`src/rtl/assert_macros.svh`:
```
`ifndef ASSERT_MACROS_SVH
`define ASSERT_MACROS_SVH

// Property on the module clock that must hold at every edge outside reset.
`define BMPD_ASSERT(label, prop, msg) \
    label: assert property (@(posedge i_clk) disable iff (!i_rst_n) (prop)) else $error(msg);

// Property that must hold whenever the condition is true.
`define BMPD_ASSERT_IMP(label, cond, prop, msg) \
    label: assert property (@(posedge i_clk) disable iff (!i_rst_n) (cond) |-> (prop)) \
        else $error(msg);

`endif

```
`src/rtl/bmpd_pkg.sv`:
```
package bmpd_pkg;

    localparam int unsigned MAX_WIDTH  = 2048;
    localparam int unsigned MAX_HEIGHT = 2048;
    localparam int unsigned WIDTH_W    = $clog2(MAX_WIDTH + 1);
    localparam int unsigned HEIGHT_W   = $clog2(MAX_HEIGHT + 1);
    localparam int unsigned COORD_W    = 16;
    localparam int unsigned CFG_W      = 16;

    // Configuration register indexes.
    localparam logic CFG_DEST_X = 1'b0;
    localparam logic CFG_DEST_Y = 1'b1;

    // Result kinds.
    localparam logic KIND_PIXEL  = 1'b0;
    localparam logic KIND_STATUS = 1'b1;

    // Status codes.
    localparam logic [1:0] STATUS_OK        = 2'd0;
    localparam logic [1:0] STATUS_BAD_SIG   = 2'd1;
    localparam logic [1:0] STATUS_BAD_FMT   = 2'd2;
    localparam logic [1:0] STATUS_BAD_SIZE  = 2'd3;

    // Header byte positions at which a field is complete.
    localparam logic [31:0] HDR_SIG_END    = 32'd1;
    localparam logic [31:0] HDR_OFFSET_END = 32'd13;
    localparam logic [31:0] HDR_WIDTH_END  = 32'd21;
    localparam logic [31:0] HDR_HEIGHT_END = 32'd25;
    localparam logic [31:0] HDR_PLANES_END = 32'd27;
    localparam logic [31:0] HDR_DEPTH_END  = 32'd29;
    localparam logic [31:0] HDR_LAST       = 32'd33;
    localparam logic [31:0] HDR_LEN        = 32'd34;

    localparam logic [15:0] BMP_SIGNATURE = 16'h4D42;
    localparam logic [15:0] BMP_PLANES    = 16'd1;
    localparam logic [15:0] BMP_DEPTH     = 16'd24;
    localparam logic [7:0]  RED_MASK      = 8'hF8;
    localparam logic [7:0]  GREEN_MASK    = 8'hFC;

    // One file byte held in the input register.
    typedef struct packed {
        logic       valid;
        logic [7:0] data;
        logic       start;
    } t_in_item;

endpackage

```
`src/rtl/bmpd_in_if.sv`:
```
interface bmpd_in_if;
    logic       valid;
    logic       ready;
    logic [7:0] byte_in;
    logic       start_file;

    modport source (output valid, output byte_in, output start_file, input ready);
    modport sink   (input valid, input byte_in, input start_file, output ready);
endinterface

```
`src/rtl/bmpd_out_if.sv`:
```
interface bmpd_out_if;
    logic               valid;
    logic               ready;
    logic               kind;
    logic [1:0]         status_code;
    logic [15:0]        pixel_rgb565;
    logic signed [15:0] screen_x;
    logic signed [15:0] screen_y;
    logic               last_pixel;

    modport source (output valid, output kind, output status_code, output pixel_rgb565,
                    output screen_x, output screen_y, output last_pixel, input ready);
    modport sink   (input valid, input kind, input status_code, input pixel_rgb565,
                    input screen_x, input screen_y, input last_pixel, output ready);
endinterface

```
`src/rtl/bmpd_in_reg.sv`:
```
module bmpd_in_reg (
    input  logic              i_clk,
    input  logic              i_rst_n,
    bmpd_in_if.sink           i_in,
    input  logic              i_take,
    output bmpd_pkg::t_in_item o_item
);
    import bmpd_pkg::*;

    logic       r_valid;
    logic [7:0] r_data;
    logic       r_start;

    // The register frees up in the same cycle that the decoder takes its byte.
    assign i_in.ready = !r_valid || i_take;

    always_ff @(posedge i_clk) begin
        if (!i_rst_n) begin
            r_valid <= 1'b0;
        end else if (i_in.valid && i_in.ready) begin
            r_valid <= 1'b1;
        end else if (i_take) begin
            r_valid <= 1'b0;
        end
    end

    always_ff @(posedge i_clk) begin
        if (i_in.valid && i_in.ready) begin
            r_data  <= i_in.byte_in;
            r_start <= i_in.start_file;
        end
    end

    assign o_item.valid = r_valid;
    assign o_item.data  = r_data;
    assign o_item.start = r_start;
endmodule

```
`src/rtl/bmpd_decode.sv`:
```
`include "assert_macros.svh"

module bmpd_decode (
    input  logic                     i_clk,
    input  logic                     i_rst_n,
    input  bmpd_pkg::t_in_item       i_item,
    output logic                     o_take,
    input  logic                     i_cfg_we,
    input  logic                     i_cfg_index,
    input  logic [bmpd_pkg::CFG_W-1:0] i_cfg_data,
    bmpd_out_if.source               o_out
);
    import bmpd_pkg::*;

    localparam logic [2:0] PH_IDLE   = 3'd0;
    localparam logic [2:0] PH_HEADER = 3'd1;
    localparam logic [2:0] PH_SKIP   = 3'd2;
    localparam logic [2:0] PH_PIXEL  = 3'd3;
    localparam logic [2:0] PH_PAD    = 3'd4;

    logic signed [COORD_W-1:0] r_dest_x, r_dest_y;

    logic [2:0]          r_phase,    n_phase;
    logic [31:0]         r_count,    n_count;
    logic [31:0]         r_shift,    n_shift;
    logic [31:0]         r_offset,   n_offset;
    logic [WIDTH_W-1:0]  r_width,    n_width;
    logic [HEIGHT_W-1:0] r_height,   n_height;
    logic [WIDTH_W-1:0]  r_col,      n_col;
    logic [HEIGHT_W-1:0] r_row,      n_row;
    logic [1:0]          r_chan,     n_chan;
    logic [4:0]          r_blue,     n_blue;
    logic [5:0]          r_green,    n_green;
    logic [1:0]          r_pad,      n_pad;
    logic                r_fmt_bad,  n_fmt_bad;
    logic                r_size_bad, n_size_bad;

    logic                r_out_valid;
    logic                r_kind;
    logic [1:0]          r_code;
    logic [15:0]         r_pix;
    logic [COORD_W-1:0]  r_x, r_y;
    logic                r_last;

    logic                res_valid, res_kind, res_last;
    logic [1:0]          res_code;
    logic [15:0]         res_pix;
    logic [COORD_W-1:0]  res_x, res_y;

    logic                pixel_go;
    logic [7:0]          red_m, green_m;

    logic                in_image;
    logic                out_status;
    logic                pix_clear;

    assign o_take  = i_item.valid && (!r_out_valid || o_out.ready);
    assign red_m   = i_item.data & RED_MASK;
    assign green_m = i_item.data & GREEN_MASK;

    always_comb begin
        n_phase    = r_phase;
        n_count    = r_count;
        n_shift    = r_shift;
        n_offset   = r_offset;
        n_width    = r_width;
        n_height   = r_height;
        n_col      = r_col;
        n_row      = r_row;
        n_chan     = r_chan;
        n_blue     = r_blue;
        n_green    = r_green;
        n_pad      = r_pad;
        n_fmt_bad  = r_fmt_bad;
        n_size_bad = r_size_bad;
        res_valid  = 1'b0;
        res_kind   = KIND_PIXEL;
        res_code   = STATUS_OK;
        res_pix    = '0;
        res_x      = '0;
        res_y      = '0;
        res_last   = 1'b0;
        pixel_go   = 1'b0;

        if (o_take) begin
            // A start flag abandons whatever file was in progress.
            if (i_item.start) begin
                n_phase    = PH_HEADER;
                n_count    = '0;
                n_shift    = '0;
                n_offset   = '0;
                n_width    = '0;
                n_height   = '0;
                n_col      = '0;
                n_row      = '0;
                n_chan     = '0;
                n_blue     = '0;
                n_green    = '0;
                n_pad      = '0;
                n_fmt_bad  = 1'b0;
                n_size_bad = 1'b0;
            end

            unique case (n_phase)
                PH_HEADER: begin
                    n_shift = {i_item.data, n_shift[31:8]};
                    unique case (n_count)
                        HDR_SIG_END: begin
                            if (n_shift[31:16] != BMP_SIGNATURE) begin
                                n_phase   = PH_IDLE;
                                res_valid = 1'b1;
                                res_kind  = KIND_STATUS;
                                res_code  = STATUS_BAD_SIG;
                            end
                        end
                        HDR_OFFSET_END: begin
                            n_offset = n_shift;
                            if (n_shift < HDR_LEN) n_size_bad = 1'b1;
                        end
                        HDR_WIDTH_END: begin
                            n_width = n_shift[WIDTH_W-1:0];
                            if (n_shift == '0 || n_shift > 32'(MAX_WIDTH)) n_size_bad = 1'b1;
                        end
                        HDR_HEIGHT_END: begin
                            n_height = n_shift[HEIGHT_W-1:0];
                            if (n_shift > 32'(MAX_HEIGHT)) n_size_bad = 1'b1;
                        end
                        HDR_PLANES_END: begin
                            if (n_shift[31:16] != BMP_PLANES) n_fmt_bad = 1'b1;
                        end
                        HDR_DEPTH_END: begin
                            if (n_shift[31:16] != BMP_DEPTH) n_fmt_bad = 1'b1;
                        end
                        HDR_LAST: begin
                            if (n_shift != '0) n_fmt_bad = 1'b1;
                            res_valid = 1'b1;
                            res_kind  = KIND_STATUS;
                            if (n_fmt_bad) begin
                                res_code = STATUS_BAD_FMT;
                                n_phase  = PH_IDLE;
                            end else if (n_size_bad) begin
                                res_code = STATUS_BAD_SIZE;
                                n_phase  = PH_IDLE;
                            end else begin
                                res_code = STATUS_OK;
                                n_phase  = (n_height == '0) ? PH_IDLE : PH_SKIP;
                            end
                        end
                        default: begin
                        end
                    endcase
                    n_count = n_count + 32'd1;
                end
                PH_SKIP: begin
                    if (n_count < n_offset) begin
                        n_count = n_count + 32'd1;
                    end else begin
                        n_phase  = PH_PIXEL;
                        pixel_go = 1'b1;
                    end
                end
                PH_PIXEL: begin
                    pixel_go = 1'b1;
                end
                PH_PAD: begin
                    if (n_pad != 2'd0) n_pad = n_pad - 2'd1;
                    if (n_pad == 2'd0) n_phase = PH_PIXEL;
                end
                default: begin
                end
            endcase

            if (pixel_go) begin
                if (n_chan == 2'd0) begin
                    n_blue = i_item.data[7:3];
                    n_chan = 2'd1;
                end else if (n_chan == 2'd1) begin
                    n_green = green_m[7:2];
                    n_chan  = 2'd2;
                end else begin
                    n_chan    = 2'd0;
                    res_valid = 1'b1;
                    res_kind  = KIND_PIXEL;
                    res_pix   = {red_m[7:3], n_green, n_blue};
                    res_x     = r_dest_x + COORD_W'(n_col);
                    res_y     = r_dest_y + COORD_W'(n_height) - COORD_W'(1) - COORD_W'(n_row);
                    if ({1'b0, n_col} + (WIDTH_W+1)'(1) >= {1'b0, n_width}) begin
                        n_col = '0;
                        if ({1'b0, n_row} + (HEIGHT_W+1)'(1) >= {1'b0, n_height}) begin
                            res_last = 1'b1;
                            n_phase  = PH_IDLE;
                        end else begin
                            n_row   = n_row + HEIGHT_W'(1);
                            // Rows pad to four bytes; three bytes a pixel leaves width mod 4.
                            n_pad   = n_width[1:0];
                            n_phase = (n_pad != 2'd0) ? PH_PAD : PH_PIXEL;
                        end
                    end else begin
                        n_col = n_col + WIDTH_W'(1);
                    end
                end
            end
        end
    end

    always_ff @(posedge i_clk) begin
        if (!i_rst_n) begin
            r_phase    <= PH_IDLE;
            r_count    <= '0;
            r_offset   <= '0;
            r_width    <= '0;
            r_height   <= '0;
            r_col      <= '0;
            r_row      <= '0;
            r_chan     <= '0;
            r_pad      <= '0;
            r_fmt_bad  <= 1'b0;
            r_size_bad <= 1'b0;
            r_dest_x   <= '0;
            r_dest_y   <= '0;
        end else begin
            r_phase    <= n_phase;
            r_count    <= n_count;
            r_offset   <= n_offset;
            r_width    <= n_width;
            r_height   <= n_height;
            r_col      <= n_col;
            r_row      <= n_row;
            r_chan     <= n_chan;
            r_pad      <= n_pad;
            r_fmt_bad  <= n_fmt_bad;
            r_size_bad <= n_size_bad;
            if (i_cfg_we) begin
                unique case (i_cfg_index)
                    CFG_DEST_X: r_dest_x <= i_cfg_data;
                    CFG_DEST_Y: r_dest_y <= i_cfg_data;
                    default:    r_dest_x <= r_dest_x;
                endcase
            end
        end
    end

    always_ff @(posedge i_clk) begin
        r_shift <= n_shift;
        r_blue  <= n_blue;
        r_green <= n_green;
    end

    // Result register: loads when a byte is taken, empties when the sink takes it.
    always_ff @(posedge i_clk) begin
        if (!i_rst_n) begin
            r_out_valid <= 1'b0;
        end else if (o_take) begin
            r_out_valid <= res_valid;
        end else if (o_out.ready) begin
            r_out_valid <= 1'b0;
        end
    end

    always_ff @(posedge i_clk) begin
        if (o_take && res_valid) begin
            r_kind <= res_kind;
            r_code <= res_code;
            r_pix  <= res_pix;
            r_x    <= res_x;
            r_y    <= res_y;
            r_last <= res_last;
        end
    end

    assign o_out.valid        = r_out_valid;
    assign o_out.kind         = r_kind;
    assign o_out.status_code  = r_code;
    assign o_out.pixel_rgb565 = r_pix;
    assign o_out.screen_x     = r_x;
    assign o_out.screen_y     = r_y;
    assign o_out.last_pixel   = r_last;

    assign in_image   = (r_phase == PH_PIXEL) || (r_phase == PH_PAD);
    assign out_status = r_out_valid && (r_kind == KIND_STATUS);
    assign pix_clear  = (r_pix == '0) && (r_x == '0) && (r_y == '0) && !r_last;

    `BMPD_ASSERT(a_chan_range, r_chan != 2'd3, "channel index out of range")
    `BMPD_ASSERT_IMP(a_col_bound, in_image, r_col < r_width, "column beyond image width")
    `BMPD_ASSERT_IMP(a_row_bound, in_image, r_row < r_height, "row beyond image height")
    `BMPD_ASSERT_IMP(a_pad_nonzero, r_phase == PH_PAD, r_pad != 2'd0, "padding with none left")
    `BMPD_ASSERT_IMP(a_status_clean, out_status, pix_clear, "status carries pixel fields")
endmodule

```
`src/rtl/bmp24_to_rgb565_stream_decoder_unit.sv`:
```
// Streaming BMP decoder: takes a 24-bit uncompressed BMP file one byte per request
// (start_file marks byte 0), checks the 34-byte header and answers it with one status
// result, then emits one RGB565 pixel with screen coordinates for every B,G,R triple,
// rows bottom-up from dest_y + height - 1, skipping the data-offset gap and row padding.
// One byte is taken every clock cycle as long as the sink keeps up. An accepted byte
// waits in the input register, and its result is then held in the result register.
// While a result waits for the sink the decoder takes no byte; one more byte fits in
// the input register and then the input stalls. The user must write dest_x and dest_y
// only while idle; the block itself does not enforce it.
module bmp24_to_rgb565_stream_decoder_unit (
    input  logic                       i_clk,
    input  logic                       i_rst_n,
    bmpd_in_if.sink                    i_in,
    bmpd_out_if.source                 o_out,
    input  logic                       i_cfg_we,
    input  logic                       i_cfg_index,
    input  logic [bmpd_pkg::CFG_W-1:0] i_cfg_data
);
    import bmpd_pkg::*;

    t_in_item item;
    logic     take;

    bmpd_in_reg u_in_reg (
        .i_clk   (i_clk),
        .i_rst_n (i_rst_n),
        .i_in    (i_in),
        .i_take  (take),
        .o_item  (item)
    );

    bmpd_decode u_decode (
        .i_clk       (i_clk),
        .i_rst_n     (i_rst_n),
        .i_item      (item),
        .o_take      (take),
        .i_cfg_we    (i_cfg_we),
        .i_cfg_index (i_cfg_index),
        .i_cfg_data  (i_cfg_data),
        .o_out       (o_out)
    );
endmodule

```
`src/flat_wrapper.sv`:
```
// flat-port wrapper written by rule: the top's interface ports become plain ports
module bmp24_to_rgb565_stream_decoder_unit_flat import bmpd_pkg::*;
  (i_clk, i_rst_n, i_cfg_we, i_cfg_index, i_cfg_data, i_in_valid, i_in_byte_in, i_in_start_file, i_in_ready, o_out_valid, o_out_kind, o_out_status_code, o_out_pixel_rgb565, o_out_screen_x, o_out_screen_y, o_out_last_pixel, o_out_ready);
  bmpd_in_if i_in_i ();
  bmpd_out_if o_out_i ();
  input  logic i_clk;
  input  logic i_rst_n;
  input  logic i_cfg_we;
  input  logic i_cfg_index;
  input  logic [bmpd_pkg::CFG_W-1:0] i_cfg_data;
  input wire logic [$bits(i_in_i.valid)-1:0] i_in_valid;
  input wire logic [$bits(i_in_i.byte_in)-1:0] i_in_byte_in;
  input wire logic [$bits(i_in_i.start_file)-1:0] i_in_start_file;
  output wire logic [$bits(i_in_i.ready)-1:0] i_in_ready;
  output wire logic [$bits(o_out_i.valid)-1:0] o_out_valid;
  output wire logic [$bits(o_out_i.kind)-1:0] o_out_kind;
  output wire logic [$bits(o_out_i.status_code)-1:0] o_out_status_code;
  output wire logic [$bits(o_out_i.pixel_rgb565)-1:0] o_out_pixel_rgb565;
  output wire logic [$bits(o_out_i.screen_x)-1:0] o_out_screen_x;
  output wire logic [$bits(o_out_i.screen_y)-1:0] o_out_screen_y;
  output wire logic [$bits(o_out_i.last_pixel)-1:0] o_out_last_pixel;
  input wire logic [$bits(o_out_i.ready)-1:0] o_out_ready;
  assign i_in_i.valid = i_in_valid;
  assign i_in_i.byte_in = i_in_byte_in;
  assign i_in_i.start_file = i_in_start_file;
  assign i_in_ready = i_in_i.ready;
  assign o_out_valid = o_out_i.valid;
  assign o_out_kind = o_out_i.kind;
  assign o_out_status_code = o_out_i.status_code;
  assign o_out_pixel_rgb565 = o_out_i.pixel_rgb565;
  assign o_out_screen_x = o_out_i.screen_x;
  assign o_out_screen_y = o_out_i.screen_y;
  assign o_out_last_pixel = o_out_i.last_pixel;
  assign o_out_i.ready = o_out_ready;
  bmp24_to_rgb565_stream_decoder_unit u_core (.i_clk(i_clk), .i_rst_n(i_rst_n), .i_in(i_in_i), .o_out(o_out_i), .i_cfg_we(i_cfg_we), .i_cfg_index(i_cfg_index), .i_cfg_data(i_cfg_data));
endmodule
```
`config.mk`:
```
export PLATFORM = sky130hd
export DESIGN_NAME = bmp24_to_rgb565_stream_decoder_unit_flat
export DESIGN_NICKNAME = d
export VERILOG_FILES = /design/src/rtl/bmpd_pkg.sv /design/src/rtl/bmpd_in_if.sv /design/src/rtl/bmpd_out_if.sv /design/src/rtl/bmpd_in_reg.sv /design/src/rtl/bmpd_decode.sv /design/src/rtl/bmp24_to_rgb565_stream_decoder_unit.sv /design/src/flat_wrapper.sv
export VERILOG_INCLUDE_DIRS = /design/src /design/src/rtl
export SDC_FILE = /design/constraint.sdc
export NUM_CORES = 1
export LEC_CHECK = 0
export BUFFER_PORTS_ARGS = -buffer_cell sky130_fd_sc_hd__buf_2
export CORE_MARGIN = 2
export CORE_UTILIZATION = 40
export DETAILED_ROUTE_END_ITERATION = 8
export SLEW_MARGIN = 30
export SYNTH_ARGS = -nofsm -noshare
export SYNTH_HDL_FRONTEND = slang
export SYNTH_SLANG_ARGS = --single-unit
```
`constraint.sdc`:
```
create_clock -name i_clk -period 16.7 [get_ports i_clk]
set_clock_uncertainty 0.15 [all_clocks]
set_input_delay 3.34 -clock i_clk [delete_from_list [all_inputs] [get_ports i_clk]]
set_output_delay 3.34 -clock i_clk [all_outputs]
set_load 0.005 [all_outputs]
```
==> impl_metrics.xml, run 1 <==
<?xml version="1.0" encoding="UTF-8"?>
<metrics>
  <group name="status">
    <metric name="outcome" unit="">completed</metric>
  </group>
  <group name="worst_setup_path">
    <metric name="path_cells" unit="">buf_2, nor2b_1, nand2_1, buf_2</metric>
    <metric name="critical_path.top_delay_family" unit="">simple AND/OR/NAND/NOR gates</metric>
    <metric name="timing.critical_path.depth" unit="">4</metric>
    <metric name="critPathBufInv" unit="">2</metric>
    <metric name="critical_path_peak_fanout" unit="">4</metric>
    <metric name="timing.critical_path.required" unit="ns">13.21</metric>
    <metric name="timing.critical_path.from_type" unit="">input pin</metric>
    <metric name="worst_ep_arrival_time" unit="ns">3.85</metric>
    <metric name="slowest_delay" unit="ns">0.19</metric>
    <metric name="worst-r2r-cell-count" unit="">20</metric>
    <metric name="critical_path.most_common_cell" unit="">sky130_fd_sc_hd__buf_2</metric>
    <metric name="criticalPathCategory" unit="">input pin to output port</metric>
    <metric name="cp-end-kind" unit="">output port</metric>
    <metric name="cp_slowest_cell" unit="">sky130_fd_sc_hd__nor2b_1</metric>
    <metric name="r2r_setup_slack" unit="ns">10.36</metric>
  </group>
  <group name="sta">
    <metric name="fin_tns_setup" unit="ns">0</metric>
    <metric name="maxClockFrequency" unit="GHz">0.136</metric>
    <metric name="setup_viol_count_final" unit="">0</metric>
    <metric name="tightest_slew_margin_relative_to_the_limit" unit="%">38.8</metric>
    <metric name="max_slew.worst_pin.slew" unit="ns">0.918</metric>
    <metric name="timing.final.hold_violations" unit="">0</metric>
    <metric name="grt_setup_unrepaired" unit="">no</metric>
    <metric name="ratio_of_final_minimum_period_to_clock_period" unit="%">44.0</metric>
    <metric name="post-route-min-period" unit="ns">7.34</metric>
    <metric name="report.final.slew_viol_count" unit="">0</metric>
  </group>
  <group name="layout">
    <metric name="final.fill_count" unit="">3431</metric>
    <metric name="final_area" unit="sq um">16300</metric>
    <metric name="multi_input_area" unit="sq um">8180</metric>
    <metric name="commonest_non_fill_non_tap_cell_in_the_layout" unit="">sky130_fd_sc_hd__nand2_1</metric>
    <metric name="num_antenna_cells" unit="">0</metric>
    <metric name="final_cell_mix" unit="">254 x sky130_fd_sc_hd__nand2_1, 155 x sky130_fd_sc_hd__dfxtp_1, 149 x sky130_fd_sc_hd__nor2_1</metric>
    <metric name="layout-drive-gt1-share" unit="%">10.5</metric>
    <metric name="layout-area-overhead-vs-synth" unit="%">11.0</metric>
    <metric name="layout.area.seq" unit="sq um">5990</metric>
    <metric name="design.final.nets" unit="">1846</metric>
  </group>
  <group name="placement">
    <metric name="globalplace.congestion" unit="">0.870</metric>
    <metric name="hpwl" unit="mm">27.7</metric>
    <metric name="placement.cell_area" unit="sq um">15400</metric>
    <metric name="port_buffers" unit="">84</metric>
  </group>
  <group name="cts">
    <metric name="cts_made_buffers" unit="">29</metric>
    <metric name="tritoncts" unit="">built</metric>
    <metric name="clock_tree.htree_level_count" unit="">1</metric>
    <metric name="clk_transition_reported_paths" unit="ns">0.06</metric>
    <metric name="post_cts_resized" unit="">0</metric>
    <metric name="cts_buffer_depth" unit="">3</metric>
    <metric name="clock_insertion_delay_worst_skew" unit="ns">0.55</metric>
    <metric name="cts_stage_hold_buffer_count" unit="">0</metric>
    <metric name="post_cts.repair.setup_buffers" unit="">0</metric>
    <metric name="cts-root-buf" unit="">sky130_fd_sc_hd__clkbuf_16</metric>
    <metric name="cts_num_sinks" unit="">251</metric>
  </group>
  <group name="synth">
    <metric name="post_synthesis_area_per_instance" unit="sq um">8.69</metric>
    <metric name="synth-main-ff-cell" unit="">sky130_fd_sc_hd__dfxtp_1</metric>
    <metric name="register_area_share_after_synthesis" unit="%">40.8</metric>
    <metric name="net_count_after_synthesis" unit="">1818</metric>
    <metric name="postSynthRegisterBits" unit="">251</metric>
    <metric name="syn_inst" unit="">1689</metric>
    <metric name="synth.yosys.warnings" unit="">0</metric>
    <metric name="count_of_flip_flops_with_a_built_in_enable_after_synthesis" unit="">96</metric>
    <metric name="post_synth_instance_area" unit="sq um">14700</metric>
    <metric name="synth-async-reset-ratio" unit="%">0</metric>
    <metric name="synth.distinct_cells" unit="">83</metric>
  </group>
  <group name="route">
    <metric name="drc" unit="">0</metric>
    <metric name="drt-pass1-iter-count" unit="">5</metric>
    <metric name="number_of_routed_nets_with_antenna_violations" unit="">0</metric>
    <metric name="via_per_inst" unit="">5.62</metric>
    <metric name="drt_iter0_markers" unit="">1231</metric>
    <metric name="via_count" unit="">12413</metric>
    <metric name="wirelength" unit="mm">40.0</metric>
    <metric name="post_drt_wl_per_cell" unit="um">18.1</metric>
  </group>
  <group name="power">
    <metric name="worst_ir_drop_vdd" unit="V">0.0000682</metric>
    <metric name="p_per_area" unit="nW/um^2">83.3</metric>
    <metric name="total_power" unit="mW">1.36</metric>
    <metric name="leakage" unit="nW">5.80</metric>
  </group>
  <group name="grt">
    <metric name="global_route.overflow_total" unit="">0</metric>
    <metric name="grt_start_max_net_pins" unit="">166</metric>
    <metric name="grt_pass1_vias" unit="">11725</metric>
    <metric name="antenna_violations_before_repair" unit="">0</metric>
    <metric name="global_route.usage.total" unit="%">20.7</metric>
    <metric name="grt_first_pass_wirelength" unit="mm">63.7</metric>
  </group>
  <group name="die">
    <metric name="io_pins" unit="">85</metric>
    <metric name="die_area" unit="sq um">38200</metric>
    <metric name="fp.coreArea" unit="sq um">36300</metric>
    <metric name="die_x" unit="um">196</metric>
    <metric name="rows" unit="">70</metric>
    <metric name="start_util" unit="%">40.4</metric>
    <metric name="dieHeight" unit="um">196</metric>
  </group>
  <group name="job">
    <metric name="maxCapViolations" unit="">0</metric>
  </group>
  <group name="hold_path">
    <metric name="hp-class" unit="">register to register</metric>
    <metric name="worstHoldPathCells" unit="">2</metric>
  </group>
</metrics>
-- report_power, final --
part / leakage, nW / internal, mW / switching [mW]
logic: 3.34 / 0.0337 / 0.0755
registers: 2.04 / 0.647 / 0.0146
clock network: 0.419 / 0.333 / 0.253
-- sequential cells by signal, indices dropped and copies added, names as in the netlist, 2 cells and up --
signal and cells:
u_core.u_decode.o_out.pixel_rgb565 16, u_core.u_decode.o_out.screen_x 16, u_core.u_decode.o_out.screen_y 16, u_core.u_decode.o_out.status_code 2
u_core.u_decode.r_blue 5, u_core.u_decode.r_chan 2, u_core.u_decode.r_col 12, u_core.u_decode.r_count 32
u_core.u_decode.r_dest_x 16, u_core.u_decode.r_dest_y 16, u_core.u_decode.r_green 6, u_core.u_decode.r_height 12
u_core.u_decode.r_offset 32, u_core.u_decode.r_pad 2, u_core.u_decode.r_phase 3, u_core.u_decode.r_row 12
u_core.u_decode.r_shift 24, u_core.u_decode.r_width 12, u_core.u_in_reg.r_data 8
-- routing by layer --
metal  track usage [%]  wire [um]  vias up
li1                  -          -     6100
met3              2.56       1950       61
met4              6.64       1060        0
met5                 0          0        -
met2              32.9      18400      294
met1              29.3      18600     5958
-- final cells by class --
type	count	share of cell area [%]
flip-flops and latches	251	36.7
well taps	468	3.60
repair buffers	97	3.28
clock inverters	8	0.223
clock buffers	45	5.01
inverters	41	0.953
multi-input cells	1297	50.2
-- synthesized netlist by cell type (all sizes together) (5+ instances only) --
library cell | number | share of area [%]
xnor2 | 24 | 1.4
or3 | 11 | 0.47
inv | 39 | 1.0
or2 | 15 | 0.64
clkbuf | 71 | 1.8
nor3b | 9 | 0.49
a41oi | 7 | 0.42
nor3 | 37 | 1.3
a211oi | 12 | 0.73
or4 | 10 | 0.51
fa | 14 | 1.9
a22o | 9 | 0.54
o21bai | 10 | 0.51
nor2b | 63 | 2.7
o21a | 8 | 0.41
a22oi | 30 | 1.5
nor4 | 24 | 1.2
o21ai | 72 | 2.5
nand2b | 16 | 0.70
and3 | 14 | 0.60
dfxtp | 155 | 21
ha | 84 | 7.2
mux2i | 31 | 2.1
nand2 | 254 | 6.5
and2 | 35 | 1.5
buf | 29 | 0.91
a31oi | 22 | 0.94
a21o | 15 | 0.77
and4 | 5 | 0.30
nand4 | 32 | 1.4
edfxtp | 96 | 20
mux2 | 11 | 0.84
a21oi | 146 | 5.0
nor2 | 151 | 3.9
nand3 | 51 | 1.7
xor2 | 20 | 1.2
-- worst reg2reg max path, cell delays in order (launching register included) --
cell	delay, ns
sky130_fd_sc_hd__edfxtp_1	0.44
sky130_fd_sc_hd__buf_12	0.27
sky130_fd_sc_hd__nor2b_1	0.37
sky130_fd_sc_hd__nor4b_1	0.56
sky130_fd_sc_hd__nand3_1	0.33
sky130_fd_sc_hd__nor4_4	0.22
sky130_fd_sc_hd__buf_4	0.30
sky130_fd_sc_hd__mux2i_1	0.13
sky130_fd_sc_hd__or2_2	0.33
sky130_fd_sc_hd__fa_1	0.52
sky130_fd_sc_hd__inv_1	0.05
sky130_fd_sc_hd__ha_1	0.23
sky130_fd_sc_hd__fa_1	0.44
sky130_fd_sc_hd__a211oi_1	0.33
sky130_fd_sc_hd__o21bai_1	0.15
sky130_fd_sc_hd__a31oi_1	0.23
sky130_fd_sc_hd__o21ai_0	0.18
sky130_fd_sc_hd__o41ai_1	0.45
sky130_fd_sc_hd__o21ai_0	0.20
sky130_fd_sc_hd__xnor2_1	0.18
sky130_fd_sc_hd__nor2_1	0.05
-- per-stage QoR --
stage	util (%)	instances	worst slack, ns	hold slack, ns
6_report	44.8	2207	9.36	0.310
5_1_grt	44.8	2207	9.25	0.331
4_1_cts	44.8	2207	9.36	0.313
3_5_place_dp	42.5	2154	9.36	0.302
3_3_place_gp	42.4	2154	9.36	0.298
2_1_floorplan	-	1689	9.60	0.285
-- final timing paths --
| path | start | to |
|---|---|---|
| worst max-delay path | o_out_ready | i_in_ready |
| worst min-delay path | u_core.u_decode.r_dest_y[1]$_SDFFE_PN0P_ | u_core.u_decode.r_dest_y[1]$_SDFFE_PN0P_ |
| worst max register to register | u_core.u_in_reg.r_start$_DFFE_PP_ | u_core.u_decode.o_out.screen_y[15]$_SDFFCE_PP0P_ |
| worst min register to register | u_core.u_decode.r_dest_y[1]$_SDFFE_PN0P_ | u_core.u_decode.r_dest_y[1]$_SDFFE_PN0P_ |
-- cell families after synthesis --
kind of cell,share of synthesized area (%)
xor gates and xnor gates,2.63
and+or+nand+nor,24.6
buffers and inverters,3.78
muxes,2.96
DFF,40.8
AOI/OAI and AO/OA,16.2
adders and majority gates,9.07
(Power assumes the default switching activity.)
==> run 2, diff against run 1 <==
- clock period: 16.7 -> 6.4 ns (I/O delays scaled with it)
==> run 2 against run 1 <==
Net effect:
- combinational power rose to 2.7 times the previous value
- register-to-register slack got worse by 9.7 ns
- final area grew 0.71%
- count of clock-buffer cells in the layout increased by 1
- utilization up 0.32 points
- flip-flop and latch count unchanged
- first-iteration DRC count fell by 28%
- clock power rose to 2.7 times the previous value
- global-route usage rose by 0.34 points
- critical path depth grew 14
- hold slack improved by 0.0017 ns
==> impl_metrics.xml, run 2 (synthesized netlist as in run 1, its figures left out) <==
<?xml version="1.0" encoding="UTF-8"?>
<metrics>
  <group name="placement">
    <metric name="hpwl" unit="mm">28.4</metric>
    <metric name="globalplace.congestion" unit="">0.885</metric>
    <metric name="dpl.cell_count" unit="">2158</metric>
    <metric name="port_buffers" unit="">84</metric>
  </group>
  <group name="power">
    <metric name="p_per_area" unit="nW/um^2">221</metric>
    <metric name="total_power" unit="mW">3.62</metric>
    <metric name="leakage" unit="nW">5.87</metric>
    <metric name="worst_ir_drop_vdd" unit="V">0.000181</metric>
  </group>
  <group name="route">
    <metric name="number_of_routed_nets_with_antenna_violations" unit="">0</metric>
    <metric name="wirelength" unit="mm">40.5</metric>
    <metric name="via_per_inst" unit="">5.66</metric>
    <metric name="drc" unit="">0</metric>
    <metric name="drt-pass1-iter-count" unit="">5</metric>
    <metric name="via_count" unit="">12529</metric>
    <metric name="drt_iter0_markers" unit="">890</metric>
    <metric name="post_drt_wl_per_cell" unit="um">18.3</metric>
  </group>
  <group name="cts">
    <metric name="cts-root-buf" unit="">sky130_fd_sc_hd__clkbuf_16</metric>
    <metric name="post_cts_resized" unit="">0</metric>
    <metric name="cts_buffer_depth" unit="">3</metric>
    <metric name="clock_tree.htree_level_count" unit="">1</metric>
    <metric name="cts_stage_hold_buffer_count" unit="">0</metric>
    <metric name="tritoncts" unit="">built</metric>
    <metric name="clock_insertion_delay_worst_skew" unit="ns">0.58</metric>
    <metric name="post_cts.repair.setup_buffers" unit="">0</metric>
    <metric name="cts_num_sinks" unit="">251</metric>
    <metric name="cts_made_buffers" unit="">30</metric>
    <metric name="clk_transition_reported_paths" unit="ns">0.06</metric>
  </group>
  <group name="die">
    <metric name="rows" unit="">70</metric>
    <metric name="fp.coreArea" unit="sq um">36300</metric>
    <metric name="die_x" unit="um">196</metric>
    <metric name="die_area" unit="sq um">38200</metric>
    <metric name="io_pins" unit="">85</metric>
    <metric name="dieHeight" unit="um">196</metric>
    <metric name="start_util" unit="%">40.4</metric>
  </group>
  <group name="grt">
    <metric name="grt_pass1_vias" unit="">11899</metric>
    <metric name="grt_start_max_net_pins" unit="">76</metric>
    <metric name="grt_first_pass_wirelength" unit="mm">64.6</metric>
    <metric name="global_route.usage.total" unit="%">21.0</metric>
    <metric name="antenna_violations_before_repair" unit="">0</metric>
    <metric name="global_route.overflow_total" unit="">0</metric>
  </group>
  <group name="worst_setup_path">
    <metric name="cp-end-kind" unit="">register</metric>
    <metric name="cp_slowest_cell" unit="">sky130_fd_sc_hd__edfxtp_1</metric>
    <metric name="critical_path_peak_fanout" unit="">8</metric>
    <metric name="timing.critical_path.from_type" unit="">register</metric>
    <metric name="path_cells" unit="">nor2b_1, nor4b_1, nand3_1, nor4_4, mux2i_1, or2_2, fa_1, inv_1, ha_1, fa_1, a211oi_1, o21bai_1, a31oi_1, o21ai_0, o41ai_1, o21ai_0, xnor2_1, nor2_1</metric>
    <metric name="criticalPathCategory" unit="">register to register</metric>
    <metric name="slowest_delay" unit="ns">0.54</metric>
    <metric name="worst_ep_arrival_time" unit="ns">5.87</metric>
    <metric name="timing.critical_path.required" unit="ns">6.55</metric>
  </group>
  <group name="layout">
    <metric name="layout-drive-gt1-share" unit="%">10.8</metric>
    <metric name="commonest_non_fill_non_tap_cell_in_the_layout" unit="">sky130_fd_sc_hd__nand2_1</metric>
    <metric name="registers_with_the_most_flip_flops" unit="">u_core.u_decode.r_count (32), u_core.u_decode.r_offset (32), u_core.u_decode.r_shift (24)</metric>
    <metric name="num_antenna_cells" unit="">0</metric>
    <metric name="post_layout_cell_count" unit="">2215</metric>
    <metric name="final_cell_mix" unit="">254 x sky130_fd_sc_hd__nand2_1, 155 x sky130_fd_sc_hd__dfxtp_1, 149 x sky130_fd_sc_hd__nor2_1</metric>
    <metric name="design.final.nets" unit="">1852</metric>
    <metric name="layout-area-overhead-vs-synth" unit="%">11.7</metric>
  </group>
  <group name="sta">
    <metric name="report.final.slew_viol_count" unit="">0</metric>
    <metric name="tightest_slew_margin_relative_to_the_limit" unit="%">41.1</metric>
    <metric name="timing.final.hold_violations" unit="">0</metric>
    <metric name="fin_tns_setup" unit="ns">0</metric>
    <metric name="setup_viol_count_final" unit="">0</metric>
    <metric name="grt_setup_unrepaired" unit="">no</metric>
    <metric name="max_slew.worst_pin.slew" unit="ns">0.883</metric>
    <metric name="ratio_of_final_minimum_period_to_clock_period" unit="%">89.2</metric>
    <metric name="maxClockFrequency" unit="GHz">0.175</metric>
    <metric name="post-route-min-period" unit="ns">5.71</metric>
  </group>
  <group name="job">
    <metric name="maxCapViolations" unit="">0</metric>
  </group>
  <group name="hold_path">
    <metric name="hp-class" unit="">register to register</metric>
  </group>
  <group name="status">
    <metric name="outcome" unit="">completed</metric>
  </group>
</metrics>
[run 2: cell types whose count changed in the layout (fill, tap and decap cells not counted), sizes merged]
| cell | previous run | this run |
|---|---|---|
| clkinv | 10 | 11 |
| inv | 39 | 40 |
| clkbuf | 45 | 46 |
| buf | 97 | 102 |
[run 2: path summary, 6_finish.rpt]
path,startpoint,end,slack (ns),depth (start not counted)
worst max register to register,u_core.u_in_reg.r_start$_DFFE_PP_,u_core.u_decode.o_out.screen_y[15]$_SDFFCE_PP0P_,0.69,18
worst max-delay path,u_core.u_in_reg.r_start$_DFFE_PP_,u_core.u_decode.o_out.screen_y[15]$_SDFFCE_PP0P_,0.69,18
worst min-delay path,u_core.u_decode.r_dest_y[1]$_SDFFE_PN0P_,u_core.u_decode.r_dest_y[1]$_SDFFE_PN0P_,0.31,2
worst min register to register,u_core.u_decode.r_dest_y[1]$_SDFFE_PN0P_,u_core.u_decode.r_dest_y[1]$_SDFFE_PN0P_,0.31,2
[run 2: final cells by class]
cell class / count / area (sq um)
clock buffers: 46 / 866
clock inverters: 10 / 47.5
fillers: 3560 / 19900
inverters: 41 / 155
multi-input cells: 1297 / 8190
flip-flops and latches: 251 / 5990
well taps: 468 / 586
repair buffers: 102 / 576
[run 2: worst max-delay path: cells and delay by family (launching register included)]
kind | cells | cell delay, ns
adder cells (fa/ha/maj) | 3 | 1.17
flip-flops | 1 | 0.54
AND/OR/NAND/NOR | 6 | 1.72
AO/OA/AOI/OAI | 6 | 1.50
buffers and inverters | 1 | 0.05
multiplexers | 1 | 0.14
XOR/XNOR | 1 | 0.17
[run 2: metrics by stage]
step                      hold WS, ns  util [%]  cell area, sq um  setup WS [ns]
after floorplan                 0.285         -             14700          0.367
after global placement          0.297      42.5             15500          0.929
after detailed placement        0.305      42.5             15500          0.793
after CTS                       0.313      45.0             16400          0.748
after global routing            0.328      45.1             16400          0.326
final                           0.312      45.1             16400          0.689
[run 2: power breakdown]
group	total, mW	leakage [nW]	switching [mW]	internal (mW)
clock	1.60	0.449	0.677	0.924
combinational	0.289	3.38	0.199	0.0900
sequential	1.73	2.04	0.0409	1.69
[run 2: routing by layer]
layer  share of wire, %  up-vias  GRT usage [%]
met1                 46     6038           28.9
met3                5.0       69           2.66
met4                2.8        0           6.76
met5                  0        -              0
met2                 46      316           34.3
li1                   -     6106              -
==> run 3, diff against run 2 <==
- CAP_MARGIN: not set -> 25
- CTS_CLUSTER_DIAMETER: not set -> 100
- GPL_TIMING_DRIVEN: not set -> 0
==> run 3 against run 2 <==
Net effect:
- combinational power increased by 20%
- utilization increased by 1.2 points
- cell count increased by 4.0%
- global-route usage increased by 3.4 points
- wire length increased by 17%
- count of clock-buffer cells in the layout decreased by 6
- maximum frequency decreased by 6.9%
- critical endpoint is now u_core.u_decode.o_out.screen_y[13]$_SDFFCE_PP0P_
==> impl_metrics.xml, run 3 (synthesized netlist as in run 1, its figures left out) <==
<?xml version="1.0" encoding="UTF-8"?>
<metrics>
  <group name="route">
    <metric name="drt-pass1-iter-count" unit="">6</metric>
    <metric name="drt_iter0_markers" unit="">1325</metric>
    <metric name="number_of_routed_nets_with_antenna_violations" unit="">0</metric>
    <metric name="via_per_inst" unit="">5.76</metric>
    <metric name="drc" unit="">0</metric>
    <metric name="via_count" unit="">13263</metric>
    <metric name="post_drt_wl_per_cell" unit="um">20.7</metric>
    <metric name="wirelength" unit="mm">47.6</metric>
  </group>
  <group name="worst_setup_path">
    <metric name="critical_path.top_delay_family" unit="">buffers and inverters</metric>
    <metric name="critical_path_peak_fanout" unit="">10</metric>
    <metric name="timing.critical_path.from_type" unit="">register</metric>
    <metric name="critPathBufInv" unit="">9</metric>
    <metric name="worst_ep_arrival_time" unit="ns">6.29</metric>
    <metric name="slowest_delay" unit="ns">0.52</metric>
    <metric name="timing.critical_path.required" unit="ns">6.55</metric>
    <metric name="cp_slowest_cell" unit="">sky130_fd_sc_hd__fa_1</metric>
    <metric name="criticalPathCategory" unit="">register to register</metric>
    <metric name="cp-end-kind" unit="">register</metric>
    <metric name="critical_path.most_common_cell" unit="">sky130_fd_sc_hd__buf_4</metric>
  </group>
  <group name="cts">
    <metric name="cts_num_sinks" unit="">251</metric>
    <metric name="cts_made_buffers" unit="">29</metric>
    <metric name="cts-root-buf" unit="">sky130_fd_sc_hd__clkbuf_16</metric>
    <metric name="clk_transition_reported_paths" unit="ns">0.06</metric>
    <metric name="tritoncts" unit="">built</metric>
    <metric name="clock_insertion_delay_worst_skew" unit="ns">0.58</metric>
    <metric name="clock_tree.htree_level_count" unit="">1</metric>
    <metric name="cts_buffer_depth" unit="">3</metric>
    <metric name="cts_stage_hold_buffer_count" unit="">0</metric>
  </group>
  <group name="layout">
    <metric name="registers_with_the_most_flip_flops" unit="">u_core.u_decode.r_count (32), u_core.u_decode.r_offset (32), u_core.u_decode.r_shift (24)</metric>
    <metric name="commonest_non_fill_non_tap_cell_in_the_layout" unit="">sky130_fd_sc_hd__nand2_1</metric>
    <metric name="final_cell_mix" unit="">254 x sky130_fd_sc_hd__nand2_1, 155 x sky130_fd_sc_hd__dfxtp_1, 149 x sky130_fd_sc_hd__nor2_1</metric>
    <metric name="layout-area-overhead-vs-synth" unit="%">14.7</metric>
    <metric name="design.final.nets" unit="">1939</metric>
    <metric name="layout-drive-gt1-share" unit="%">11.1</metric>
    <metric name="final_util" unit="%">46.3</metric>
  </group>
  <group name="grt">
    <metric name="antenna_violations_before_repair" unit="">1</metric>
    <metric name="global_route.usage.total" unit="%">24.4</metric>
    <metric name="global_route.overflow_total" unit="">0</metric>
    <metric name="grt_pass1_vias" unit="">12372</metric>
    <metric name="grt_first_pass_wirelength" unit="mm">72.2</metric>
    <metric name="grt_start_max_net_pins" unit="">45</metric>
  </group>
  <group name="sta">
    <metric name="tightest_slew_margin_relative_to_the_limit" unit="%">28.1</metric>
    <metric name="report.final.slew_viol_count" unit="">0</metric>
    <metric name="maxClockFrequency" unit="GHz">0.163</metric>
    <metric name="setup_ws" unit="ns">0.264</metric>
    <metric name="timing.final.hold_violations" unit="">0</metric>
    <metric name="post-route-min-period" unit="ns">6.14</metric>
    <metric name="ratio_of_final_minimum_period_to_clock_period" unit="%">95.9</metric>
    <metric name="max_slew.worst_pin.slew" unit="ns">1.08</metric>
    <metric name="grt_setup_unrepaired" unit="">no</metric>
    <metric name="setup_viol_count_final" unit="">0</metric>
  </group>
  <group name="die">
    <metric name="io_pins" unit="">85</metric>
    <metric name="start_util" unit="%">40.4</metric>
    <metric name="rows" unit="">70</metric>
    <metric name="die_area" unit="sq um">38200</metric>
    <metric name="fp.coreArea" unit="sq um">36300</metric>
    <metric name="die_x" unit="um">196</metric>
    <metric name="dieHeight" unit="um">196</metric>
  </group>
  <group name="placement">
    <metric name="port_buffers" unit="">84</metric>
    <metric name="place_ws" unit="ns">-2.24</metric>
    <metric name="globalplace.congestion" unit="">0.927</metric>
    <metric name="hpwl" unit="mm">35.4</metric>
  </group>
  <group name="power">
    <metric name="worst_ir_drop_vdd" unit="V">0.000205</metric>
    <metric name="p_per_area" unit="nW/um^2">227</metric>
    <metric name="leakage" unit="nW">6.03</metric>
  </group>
  <group name="status">
    <metric name="outcome" unit="">completed</metric>
  </group>
  <group name="job">
    <metric name="maxCapViolations" unit="">0</metric>
  </group>
  <group name="hold_path">
    <metric name="hp-class" unit="">register to register</metric>
  </group>
</metrics>
-- run 3: area by class of cell --
type	instances	area [sq um]
Buffer	99	452
Inverter	41	158
Antenna cell	2	5.00
Tap cell	468	586
Clock buffer	40	828
Fill cell	3491	19500
Clock inverter	14	153
Timing Repair Buffer	91	485
Sequential cell	251	5990
Multi-Input combinational cell	1297	8190
-- run 3: final timing paths --
path,from,endpoint,slack (ns),cells past startpoint
worst min-delay path,u_core.u_decode.r_dest_x[4]$_SDFFE_PN0P_,u_core.u_decode.r_dest_x[4]$_SDFFE_PN0P_,0.31,2
worst max register to register,u_core.u_in_reg.r_start$_DFFE_PP_,u_core.u_decode.o_out.screen_y[13]$_SDFFCE_PP0P_,0.26,25
worst max-delay path,u_core.u_in_reg.r_start$_DFFE_PP_,u_core.u_decode.o_out.screen_y[13]$_SDFFCE_PP0P_,0.26,25
worst min register to register,u_core.u_decode.r_dest_x[4]$_SDFFE_PN0P_,u_core.u_decode.r_dest_x[4]$_SDFFE_PN0P_,0.31,2
-- run 3: per-stage QoR --
step                setup TNS, ns  hold WS, ns  instance area (sq um)  instances  total power, mW
finish                          0        0.312                  16800       2303             3.82
global route                    0        0.333                  16800       2301             3.92
CTS                             0        0.313                  16800       2300             3.82
detailed placement        -110.73        0.305                  15700       2242             2.09
global placement          -212.23        0.298                  15700       2241             2.08
floorplan                       0        0.285                  14700       1689             1.95
-- run 3: tightest hold or removal path, delay by kind of cell (launching register included) --
family | cells | cell delay (ns)
AOI/OAI and AO/OA | 1 | 0.05
DFF | 1 | 0.31
and+or+nand+nor | 1 | 0.05
-- run 3: layer usage --
metal	up-vias	part of all wire, %	global-route usage, %
li1	6291	-	-
met1	6335	44	33.3
met5	-	0	0
met4	0	3.2	8.93
met3	106	8.5	4.59
met2	531	45	38.5
-- run 3: power breakdown --
part           internal [mW]  leakage, nW  switching (mW)
clock                   1.02        0.483           0.714
sequential              1.69         2.04          0.0410
combinational          0.106         3.50           0.242
total                   2.82         6.03           0.997
-- run 3: what timing repair did --
| item | in CTS | in global routing |
|---|---|---|
| gates resized for setup | 27 | 5 |
| endpoints found under the setup margin | 174 | 13 |
| pin swaps | 3 | 4 |
| endpoints found under the hold margin | 0 | 0 |
| setup buffers | 5 | 1 |
